==> config.mk <==
export PLATFORM = sky130hd
export DESIGN_NAME = sorted_list_engine_top
export DESIGN_NICKNAME = d
export VERILOG_FILES = /design/src/design/sle_pkg.sv /design/src/design/sle_cell.sv /design/src/design/sorted_list_engine_top.sv
export SDC_FILE = /design/constraint.sdc
export NUM_CORES = 2
export LEC_CHECK = 0
export ABC_AREA = 1
export BUFFER_PORTS_ARGS = -buffer_cell sky130_fd_sc_hd__buf_4
export CORE_MARGIN = 5
export CORE_UTILIZATION = 36
export DETAILED_ROUTE_END_ITERATION = 7
export PLACE_DENSITY = 0.55
export SLEW_MARGIN = 20
export SYNTH_ARGS = -nofsm -noshare
export SYNTH_HDL_FRONTEND = slang
export SYNTH_SLANG_ARGS = --single-unit
==> constraint.sdc <==
create_clock -name i_clk -period 4.6 [get_ports i_clk]
set_input_delay 0.23 -clock i_clk [delete_from_list [all_inputs] [get_ports i_clk]]
set_output_delay 0.23 -clock i_clk [all_outputs]
set_load 0.01 [all_outputs]
==> src/design/sle_pkg.sv <==
// sle_pkg: shared types and constants for the sorted list engine.
// No dependencies; used by sle_cell and sorted_list_engine_top.
package sle_pkg;

    localparam int DEPTH = 16;
    localparam int VAL_W = 32;
    localparam int CNT_W = $clog2(DEPTH + 1);

    typedef enum logic [1:0] {
        OP_INS  = 2'd0,
        OP_DEL  = 2'd1,
        OP_DUMP = 2'd2,
        OP_NONE = 2'd3
    } t_op;

    typedef enum logic [1:0] {
        STAT_OK       = 2'd0,
        STAT_FULL     = 2'd1,
        STAT_NOTFOUND = 2'd2,
        STAT_EMPTY    = 2'd3
    } t_status;

    typedef enum logic {
        S_IDLE = 1'b0,
        S_DUMP = 1'b1
    } t_state;

    typedef enum logic [1:0] {
        C_HOLD = 2'd0,
        C_INS  = 2'd1,
        C_DEL  = 2'd2,
        C_ROT  = 2'd3
    } t_cell_op;

    typedef struct packed {
        t_cell_op                 op;
        logic signed [VAL_W-1:0]  key;
    } t_cell_ctl;

    typedef struct packed {
        logic [1:0]               opcode;
        logic signed [VAL_W-1:0]  value;
    } t_req;

    typedef struct packed {
        logic [1:0]               status;
        logic signed [VAL_W-1:0]  entry_value;
        logic                     last;
    } t_res;

endpackage

==> src/design/sle_cell.sv <==
// sle_cell: one slot of the sorted chain; compares, shifts or rotates its value.
// Depends on sle_pkg.
module sle_cell (
    input  logic                              i_clk,
    input  sle_pkg::t_cell_ctl                i_ctl,
    input  logic                              i_occ,
    input  logic                              i_lt_prev,
    input  logic signed [sle_pkg::VAL_W-1:0]  i_prev_val,
    input  logic signed [sle_pkg::VAL_W-1:0]  i_next_val,
    input  logic                              i_next_occ,
    input  logic signed [sle_pkg::VAL_W-1:0]  i_head_val,
    output logic signed [sle_pkg::VAL_W-1:0]  o_val,
    output logic                              o_lt,
    output logic                              o_hit
);

    logic signed [sle_pkg::VAL_W-1:0] r_val;
    logic signed [sle_pkg::VAL_W-1:0] n_val;

    assign o_val = r_val;
    assign o_lt  = i_occ && (r_val < i_ctl.key);
    // first slot not below the key, holding an equal value
    assign o_hit = i_occ && !o_lt && i_lt_prev && (r_val == i_ctl.key);

    always_comb begin
        n_val = r_val;
        case (i_ctl.op)
            sle_pkg::C_INS: begin
                if (!o_lt) begin
                    n_val = i_lt_prev ? i_prev_val : i_ctl.key;
                end
                if (!o_lt && i_lt_prev) begin
                    n_val = i_ctl.key;
                end else if (!o_lt) begin
                    n_val = i_prev_val;
                end
            end
            sle_pkg::C_DEL: begin
                if (!o_lt) begin
                    n_val = i_next_val;
                end
            end
            sle_pkg::C_ROT: begin
                n_val = i_next_occ ? i_next_val : i_head_val;
            end
            default: begin
                n_val = r_val;
            end
        endcase
    end

    always_ff @(posedge i_clk) begin
        r_val <= n_val;
    end

endmodule

==> src/design/sorted_list_engine_top.sv <==
// sorted_list_engine_top: sorted store built from a chain of sle_cell slots.
// Depends on sle_pkg and sle_cell.
//
//  channel   ports                    handshake
//  command   i_start, i_cmd           beat taken when i_start && !o_busy
//  result    o_strobe, o_result       beat valid for one cycle, no back-pressure
//
// Insert and delete: one beat per cycle while o_busy is low, result registered
// in the cycle after acceptance; all slots compare against the key in parallel
// and shift by one place. Dump: o_busy after acceptance while the chain rotates
// its occupied slots once, one entry per cycle out of slot 0; an empty list gives one STAT_EMPTY beat.
// Reset is synchronous; it clears the entry count, sequencer and result strobe only.
module sorted_list_engine_top (
    input  logic           i_clk,
    input  logic           i_rst_n,
    input  logic           i_start,
    output logic           o_busy,
    input  sle_pkg::t_req  i_cmd,
    output logic           o_strobe,
    output sle_pkg::t_res  o_result
);

    localparam int D = sle_pkg::DEPTH;

    sle_pkg::t_state     r_state, n_state;
    logic [sle_pkg::CNT_W-1:0] r_count, n_count;
    logic [sle_pkg::CNT_W-1:0] r_left, n_left;
    logic                r_strobe, n_strobe;
    sle_pkg::t_res       r_res, n_res;

    sle_pkg::t_cell_ctl  cell_ctl;
    logic signed [sle_pkg::VAL_W-1:0] vals [D];
    logic signed [sle_pkg::VAL_W-1:0] prev_vals [D];
    logic signed [sle_pkg::VAL_W-1:0] next_vals [D];
    logic [D-1:0]        occ;
    logic [D-1:0]        next_occ;
    logic [D-1:0]        lt;
    logic [D-1:0]        lt_prev;
    logic [D-1:0]        hit;

    logic                accept;
    logic                full;
    logic                found;
    sle_pkg::t_op        req_op;

    assign accept   = i_start && !o_busy;
    assign full     = (r_count == sle_pkg::CNT_W'(D));
    assign found    = |hit;
    assign req_op   = sle_pkg::t_op'(i_cmd.opcode);
    assign o_busy   = (r_state == sle_pkg::S_DUMP);
    assign o_strobe = r_strobe;
    assign o_result = r_res;

    for (genvar i = 0; i < D; i++) begin : g_cell
        assign occ[i] = (r_count > sle_pkg::CNT_W'(i));
        if (i == 0) begin : g_head
            assign prev_vals[i] = cell_ctl.key;
            assign lt_prev[i]   = 1'b1;
        end else begin : g_body
            assign prev_vals[i] = vals[i-1];
            assign lt_prev[i]   = lt[i-1];
        end
        if (i == D - 1) begin : g_tail
            assign next_vals[i] = vals[i];
            assign next_occ[i]  = 1'b0;
        end else begin : g_inner
            assign next_vals[i] = vals[i+1];
            assign next_occ[i]  = occ[i+1];
        end

        sle_cell u_cell (
            .i_clk      (i_clk),
            .i_ctl      (cell_ctl),
            .i_occ      (occ[i]),
            .i_lt_prev  (lt_prev[i]),
            .i_prev_val (prev_vals[i]),
            .i_next_val (next_vals[i]),
            .i_next_occ (next_occ[i]),
            .i_head_val (vals[0]),
            .o_val      (vals[i]),
            .o_lt       (lt[i]),
            .o_hit      (hit[i])
        );
    end

    // next state
    always_comb begin
        n_state = r_state;
        case (r_state)
            sle_pkg::S_IDLE: begin
                if (accept && req_op == sle_pkg::OP_DUMP && r_count != '0) begin
                    n_state = sle_pkg::S_DUMP;
                end
            end
            sle_pkg::S_DUMP: begin
                if (r_left == sle_pkg::CNT_W'(1)) begin
                    n_state = sle_pkg::S_IDLE;
                end
            end
            default: begin
                n_state = sle_pkg::S_IDLE;
            end
        endcase
    end

    // outputs, chain control and counters
    always_comb begin
        cell_ctl.op  = sle_pkg::C_HOLD;
        cell_ctl.key = i_cmd.value;
        n_count      = r_count;
        n_left       = r_left;
        n_strobe     = 1'b0;
        n_res        = r_res;
        case (r_state)
            sle_pkg::S_DUMP: begin
                cell_ctl.op       = sle_pkg::C_ROT;
                n_left            = r_left - sle_pkg::CNT_W'(1);
                n_strobe          = 1'b1;
                n_res.status      = sle_pkg::STAT_OK;
                n_res.entry_value = vals[0];
                n_res.last        = (r_left == sle_pkg::CNT_W'(1));
            end
            sle_pkg::S_IDLE: begin
                if (accept) begin
                    n_res.entry_value = i_cmd.value;
                    n_res.last        = 1'b1;
                    case (req_op)
                        sle_pkg::OP_INS: begin
                            n_strobe = 1'b1;
                            if (full) begin
                                n_res.status = sle_pkg::STAT_FULL;
                            end else begin
                                cell_ctl.op  = sle_pkg::C_INS;
                                n_count      = r_count + sle_pkg::CNT_W'(1);
                                n_res.status = sle_pkg::STAT_OK;
                            end
                        end
                        sle_pkg::OP_DEL: begin
                            n_strobe = 1'b1;
                            if (found) begin
                                cell_ctl.op  = sle_pkg::C_DEL;
                                n_count      = r_count - sle_pkg::CNT_W'(1);
                                n_res.status = sle_pkg::STAT_OK;
                            end else begin
                                n_res.status = sle_pkg::STAT_NOTFOUND;
                            end
                        end
                        sle_pkg::OP_DUMP: begin
                            n_left = r_count;
                            if (r_count == '0) begin
                                n_strobe          = 1'b1;
                                n_res.status      = sle_pkg::STAT_EMPTY;
                                n_res.entry_value = '0;
                            end
                        end
                        default: begin
                            n_strobe = 1'b0;
                        end
                    endcase
                end
            end
            default: begin
                n_strobe = 1'b0;
            end
        endcase
    end

    always_ff @(posedge i_clk) begin
        if (!i_rst_n) begin
            r_state  <= sle_pkg::S_IDLE;
            r_count  <= '0;
            r_left   <= '0;
            r_strobe <= 1'b0;
        end else begin
            r_state  <= n_state;
            r_count  <= n_count;
            r_left   <= n_left;
            r_strobe <= n_strobe;
        end
    end

    always_ff @(posedge i_clk) begin
        r_res <= n_res;
    end

`ifndef SYNTH
    a_count_bound: assert property (@(posedge i_clk) disable iff (!i_rst_n)
        r_count <= sle_pkg::CNT_W'(D))
        else $error("entry count beyond depth");

    a_single_hit: assert property (@(posedge i_clk) disable iff (!i_rst_n)
        $onehot0(hit))
        else $error("more than one delete position");

    a_dump_beat: assert property (@(posedge i_clk) disable iff (!i_rst_n)
        (r_state == sle_pkg::S_DUMP) |=> o_strobe)
        else $error("dump cycle without result beat");

    a_insert_count: assert property (@(posedge i_clk) disable iff (!i_rst_n)
        (accept && req_op == sle_pkg::OP_INS && !full)
        |=> (r_count == $past(r_count) + sle_pkg::CNT_W'(1)))
        else $error("insert did not grow the list");
`endif

endmodule

# Word level (Yosys, flattened, before mapping)
# Index checks and enable logic that the tools add are counted.
# totals
register_bits,559
inputBits,37
# op_classes
addsub,3
n_lt_le_gt_ge,32
n_eq_ne,61
mux,102
n_bitwise,1
n_reduce_logical,125
# op_table
operator,count
2-to-1 mux 32 bit,62
one-hot mux 32 bit (3 select lines),15
equality test 32 bit,16
< comparator 32 bit,16
logical AND 1 bit,81
one-hot mux 35 bit (2 select lines),1
one-hot mux 32 bit (2 select lines),1
"inequality test 3 bit, second input constant",16
AND reduction 3 bit,15
"> comparator 5 x 4 -> 1 bit, second input constant",8
"inequality test 2 bit, second input constant",20
2-to-1 mux 35 bit,1
2-to-1 mux 34 bit,1
"> comparator 5 x 3 -> 1 bit, second input constant",4
2-to-1 mux 5 bit,4
one-hot mux 5 bit (2 select lines),2
zero test 1 bit,17
OR reduction 16 bit,1
"> comparator 5 x 1 -> 1 bit, second input constant",2
"> comparator 5 x 2 -> 1 bit, second input constant",2
"subtractor 5 x 1 -> 5 bit, second input constant",2
one-hot mux 2 bit (2 select lines),2
"equality test 2 bit, second input constant",3
2-to-1 mux 1 bit,6
other kinds (19),26

# Depth between registers and ports, before layout
# depth
depth_word,14
depth_mapped,28
ltp_nobuf,26

# Modules after synthesis
# From an unflattened synthesis, not the netlist that was laid out.
# hier_totals
hier_cells,8581
area_unflattened_um2,55465.7
# by_module_without_submodules
mod,instances,cells_each,area_each_um2,seq_area_each_um2
sle_cell at g_cell[0].u_cell ...,15,517,3295.7,960.9
sle_cell at g_cell[9].u_cell,1,490,3338.2,960.9
sorted_list_engine_top,1,336,2692.6,1291.2

# Least setup slack after synthesis
# Ideal clock, no wire load.
# synth_timing
path_type,input-to-reg
start,in i_cmd[31] (netlist bit)
end,"reg g_cell[11].u_cell.r_val (netlist bit g_cell[11].u_cell.o_val[0]), enable pin"
setup_ns,0.432
arrival_ns,4.497
setup_slack_ns,-0.329
cell_stages,22
n_path_buf,2
path_cell_list,inv_1 -> clkbuf_1 -> ha_1 -> nand2_1 -> inv_1 -> nor2_1 -> o21a_1 -> nand2_1 -> a21oi_1 -> nand2_1 -> nand2_1 -> nand3_1 -> nor2_1 -> nor2_1 -> nand2_1 -> nor2_2 -> nand2_2 -> nand2_4 -> nand2_4 -> nand2_1 -> buf_2 -> a21oi_1
# synth_between
elab_chain_len,14
# synth_rtl
item,line_no,rtl
from (decl),sorted_list_engine_top.sv:18,"input sle_pkg::t_req i_cmd,"
< comparator 32 bit,sle_cell.sv:21,assign o_lt = i_occ && (r_val < i_ctl.key);
logical AND 1 bit,sle_cell.sv:21,
zero test 1 bit (on tied branches),n/a,
logical AND 1 bit (3 in a row),sle_cell.sv:23,assign o_hit = i_occ && !o_lt && i_lt_prev && (r_val == i_ctl.key);
OR reduction 16 bit,sorted_list_engine_top.sv:48,assign found = |hit;
2-to-1 mux 2 bit,sorted_list_engine_top.sv:140,if (found) begin
one-hot mux 2 bit (2 select lines),sorted_list_engine_top.sv:127,case (req_op)
2-to-1 mux 2 bit,sorted_list_engine_top.sv:124,if (accept) begin
one-hot mux 2 bit (2 select lines),sorted_list_engine_top.sv:114,case (r_state)
equality test 2 x 1 -> 1 bit or equality test 2 bit (tied branches),sle_cell.sv:27,case (i_ctl.op)
inequality test 3 bit (no source line) (tied with other cells),n/a,
AND reduction 3 bit (no source line) (*),n/a,
to (signal assigned),sle_cell.sv:53,r_val <= n_val;
to (decl),sle_cell.sv:17,logic signed [sle_pkg::VAL_W-1:0] r_val;
# Every way passes the cells marked *; elsewhere a longest branch is shown, timed or not.
# A chain may end at the register's enable or synchronous reset.

# Final worst setup path
# layout_timing
start,in i_cmd[13] (netlist bit)
end,"reg g_cell[14].u_cell.r_val (netlist bit g_cell[14].u_cell.o_val[6]), enable pin"
# layout_between
elab_chain_len,14
# layout_rtl
item,line_no
< comparator 32 bit,sle_cell.sv:21
logical AND 1 bit,sle_cell.sv:21
zero test 1 bit (on tied branches),n/a
logical AND 1 bit (3 in a row),sle_cell.sv:23
OR reduction 16 bit,sorted_list_engine_top.sv:48
2-to-1 mux 2 bit,sorted_list_engine_top.sv:140
one-hot mux 2 bit (2 select lines),sorted_list_engine_top.sv:127
2-to-1 mux 2 bit,sorted_list_engine_top.sv:124
one-hot mux 2 bit (2 select lines),sorted_list_engine_top.sv:114
equality test 2 x 1 -> 1 bit or equality test 2 bit (tied branches),sle_cell.sv:27
inequality test 3 bit (no source line) (tied with other cells),n/a
AND reduction 3 bit (no source line) (*),n/a
to (signal assigned),sle_cell.sv:53
to (decl),sle_cell.sv:17
# Marked as above.

==> metrics.csv <==
stage,metric,value,unit
sta,finalCriticalPeriod,4.36,ns
floorplan,rows,137,
grt,grt_usage,27.0,%
cts,insertion_delay,0.71,ns
pwr,leakagePower,0.0236,uW
run_status,status,finished clean,
cts,cts-root-buf,clkbuf_16,
grt,grt_overflow,0,
floorplan,start_util,36.3,%
worst_setup_path,reg2regPathDepth,20,
sta,finalCritPeriodShare,94.7,%
grt,grt_pass1_wl,311000,um
worst_setup_path,cp.arrival,4.74,ns
pwr,power_density,311,mW/mm2
sta,grt_setup_unrepaired,no,
floorplan,die_x,385,um
placed_design,port_buffers,73,
cells_and_area,nFillCells,14200,
synthesis,avgSynthCellArea,7.11,um2
sta,finalMaxSlewViolations,0,
worst_setup_path,timing.rr.end,g_cell[15].u_cell.o_val[13],
floorplan,design.core.area,0.140,mm2
routing,vias,53300,
synthesis,ys.flop_type,edfxtp_1,
worst_setup_path,startpoint_type,input port,
cts,clk_path_buf_depth,3,
routing,drt-wirelength-per-cell,23.3,um
routing,drt_iter0_drc,6675,
synthesis,async_reset_ff_share,0,%
cells_and_area,fin_nets,7502,
cts,cts_buffers,75,
sta,relSlewSlack,30.1,%
cells_and_area,multi_input_area,0.0309,mm2
cts,clkSinkCount,559,
cts,tritoncts,yes,
grt,antenna_found_initial,2,
grt,grt_pass1_vias,49700,
synthesis,syn-num-nets,7685,
floorplan,dieArea,0.148,mm2
worst_setup_path,rr_startpoint,g_cell[4].u_cell.o_val[23],
floorplan,io_pins,74,
sta,finalSetupViolCount,0,
flow_run,max-cap-violations,0,
synthesis,ys_seq_area_share,32.9,%
synthesis,ys_warn_count,0,
grt,grt.busiest_layer,met2,
pwr,irDropWorstVdd,0.000248,V
cts,clkTransAtPathRegs,0.06,ns
routing,routed_wl,207000,um
routing,route.detailed.drc,0,
min_path,hold_path_class,in2reg,
cells_and_area,register_area,0.0167,mm2
placed_design,dpl_cell_area,0.0542,mm2
cells_and_area,syn2layout_area_growth,12.2,%
placed_design,gp_congestion,0.888,
worst_setup_path,cp-end-kind,flop,
grt,grtUsageMet1,37.0,%
grt,gr-usage-met3,4.74,%
sta,hold_viol,0,
cells_and_area,drive_gt1_share,6.30,%
worst_setup_path,critPathRequiredTime,4.98,ns
cts,postCtsSetupBuffers,0,
pwr,p_total,17700,uW
sta,fin_worst_skew,0.0384,ns
worst_setup_path,critPathMaxFanout,32,
worst_setup_path,crit_end,g_cell[14].u_cell.o_val[6],
placed_design,dp_hpwl,134000,um
worst_setup_path,crit_start,i_cmd[13],
routing,vias_per_cell,6.00,
floorplan,die_h,385,um
routing,dr.pass1.iters,8,
sta,worstMarginPinSlew,1.05,ns
synthesis,synth_edf_count,547,
synthesis,syn-cell-area,0.0507,mm2
worst_setup_path,crit_type,in2reg,
grt,use_met2,41.8,%
synthesis,ys_ff_latch,559,
routing,route.antenna.remaining_nets,0,
sta,fmax,230,MHz
cts,htree_levels,3,
grt,grt_max_degree,163,
synthesis,syn_inst,7125,
cells_and_area,design_area,0.0569,mm2
worst_setup_path,reg2reg_slack,0.29,ns
synthesis,yosysUniqueCellTypes,41,
## area by class of cell
class / instances / share of cell area (%)
antenna: 1 / 0.00440
multi-input combinational: 5739 / 54.3
clock inverter: 43 / 0.711
clock buffer: 89 / 3.47
tap: 1876 / 4.13
inverter: 251 / 1.68
timing repair buffer: 316 / 6.37
sequential: 559 / 29.3
## where the power goes
group / internal (uW) / switching [uW] / leakage (uW)
Combinational: 1670 / 3310 / 0.0173
Sequential: 6210 / 426 / 0.00517
Clock: 3450 / 2600 / 0.00116
Total: 11300 / 6340 / 0.0236
## critical path, cell delays in order
cell           delay [ns]
dlygate4sd3_1        0.54
buf_4                0.14
inv_1                0.09
buf_12               0.21
ha_1                 0.29
a21oi_1              0.14
o21ai_0              0.13
a21oi_1              0.63
nand2_1              0.26
nand2_1              0.16
nand2_1              0.08
nand2_1              0.07
nand3b_1             0.15
nor2_1               0.25
nor2_1               0.06
nand2_1              0.08
nor2_2               0.05
nand2_2              0.10
nand2_8              0.09
nand2_8              0.09
nand2_4              0.22
buf_12               0.24
nand2_2              0.12
buf_4                0.24
## state kept, by name, indices dropped and copies added (netlist names)
name,flops
o_result,35
o_strobe,1
g_cell.u_cell.o_val,512
r_left,5
r_count,5
o_busy,1
## cells in the final DEF (no fill, tap or decap), types with 4 or more instances in the layout
| cell | count |
|---|---|
| nand3_1 | 1919 |
| nand2_1 | 1558 |
| o21ai_0 | 1055 |
| edfxtp_1 | 547 |
| ha_1 | 523 |
| a21oi_1 | 261 |
| inv_1 | 236 |
| nor2_1 | 215 |
| buf_4 | 189 |
| buf_12 | 93 |
| clkbuf_16 | 77 |
| nand4_1 | 47 |
| dlygate4sd3_1 | 34 |
| nor3_1 | 29 |
| o21a_1 | 24 |
| nand2_2 | 21 |
| clkinv_1 | 18 |
| o21bai_1 | 13 |
| inv_2 | 12 |
| a21o_1 | 12 |
| clkinv_2 | 12 |
| clkbuf_1 | 12 |
| dfxtp_1 | 12 |
| nor4_1 | 11 |
| a21oi_4 | 7 |
| bufinv_16 | 7 |
| nor3b_1 | 6 |
| and2_1 | 4 |
| o21ai_1 | 4 |
| xor2_1 | 4 |
| inv_6 | 4 |
## logic make-up after synthesis
kind of cell    Yosys count  synth area share (%)
simple gates           3824                  33.6
buf+inv                 827                  6.51
compound gates         1387                  14.0
flops                   559                  32.9
fa+ha+maj               523                  12.9
xor+xnor                  5                0.0864
## how the worst min path moves through the flow
stage | from | end | slack (ns) | cells after the start
after floorplan | i_rst_n | r_count[0] | 0.37 | 2
after global placement | r_left[2] | r_left[2] | 0.47 | 2
after detailed placement | r_left[2] | r_left[2] | 0.47 | 2
after CTS | i_start | o_strobe | 0.01 | 5
after global routing | i_start | o_strobe | 0.08 | 5
final | i_start | o_strobe | 0.05 | 5
## Yosys cell counts, types with 6 or more instances
| cell type | n | share of area [%] |
|---|---|---|
| inv_2 | 10 | 0.074 |
| buf_1 | 62 | 0.46 |
| nor2_1 | 215 | 1.6 |
| edfxtp_1 | 547 | 32 |
| nand4_1 | 47 | 0.58 |
| buf_4 | 7 | 0.10 |
| o21a_1 | 24 | 0.36 |
| nor4_1 | 11 | 0.14 |
| buf_2 | 110 | 1.1 |
| nor3_1 | 29 | 0.29 |
| inv_1 | 237 | 1.8 |
| dfxtp_1 | 12 | 0.47 |
| o21ai_1 | 6 | 0.059 |
| o21bai_1 | 13 | 0.19 |
| clkbuf_1 | 393 | 2.9 |
| a21oi_1 | 267 | 2.6 |
| ha_1 | 523 | 13 |
| nand3_1 | 1920 | 19 |
| nor3b_1 | 6 | 0.089 |
| o21ai_0 | 1055 | 10 |
| nand2_1 | 1579 | 12 |
| a21o_1 | 12 | 0.18 |
## per-stage QoR
stage	instances	hold slack (ns)	setup slack, ns	utilization, %	TNS, ns
3_5_place_dp	8707	0.475	0.245	38.8	0
5_1_grt	8873	0.0762	0.00867	40.7	0
4_1_cts	8873	0.0111	0.331	40.7	0
6_report	8874	0.0472	0.245	40.7	0
3_3_place_gp	8707	0.471	0.253	38.8	0
2_1_floorplan	7125	0.366	-0.329	-	-52.59
## per-layer routing
layer | routed length, um | up-vias
met5 | 0 | -
met3 | 19400 | 392
met2 | 90500 | 2483
met1 | 87800 | 25500
li1 | - | 24900
met4 | 9170 | 0
## repair_timing
action	in CTS	in global routing
resized for setup	0	0
hold buffers	34	0
hold endpoints to repair	42	0
Note: power is estimated with default switching activity, not from simulation.
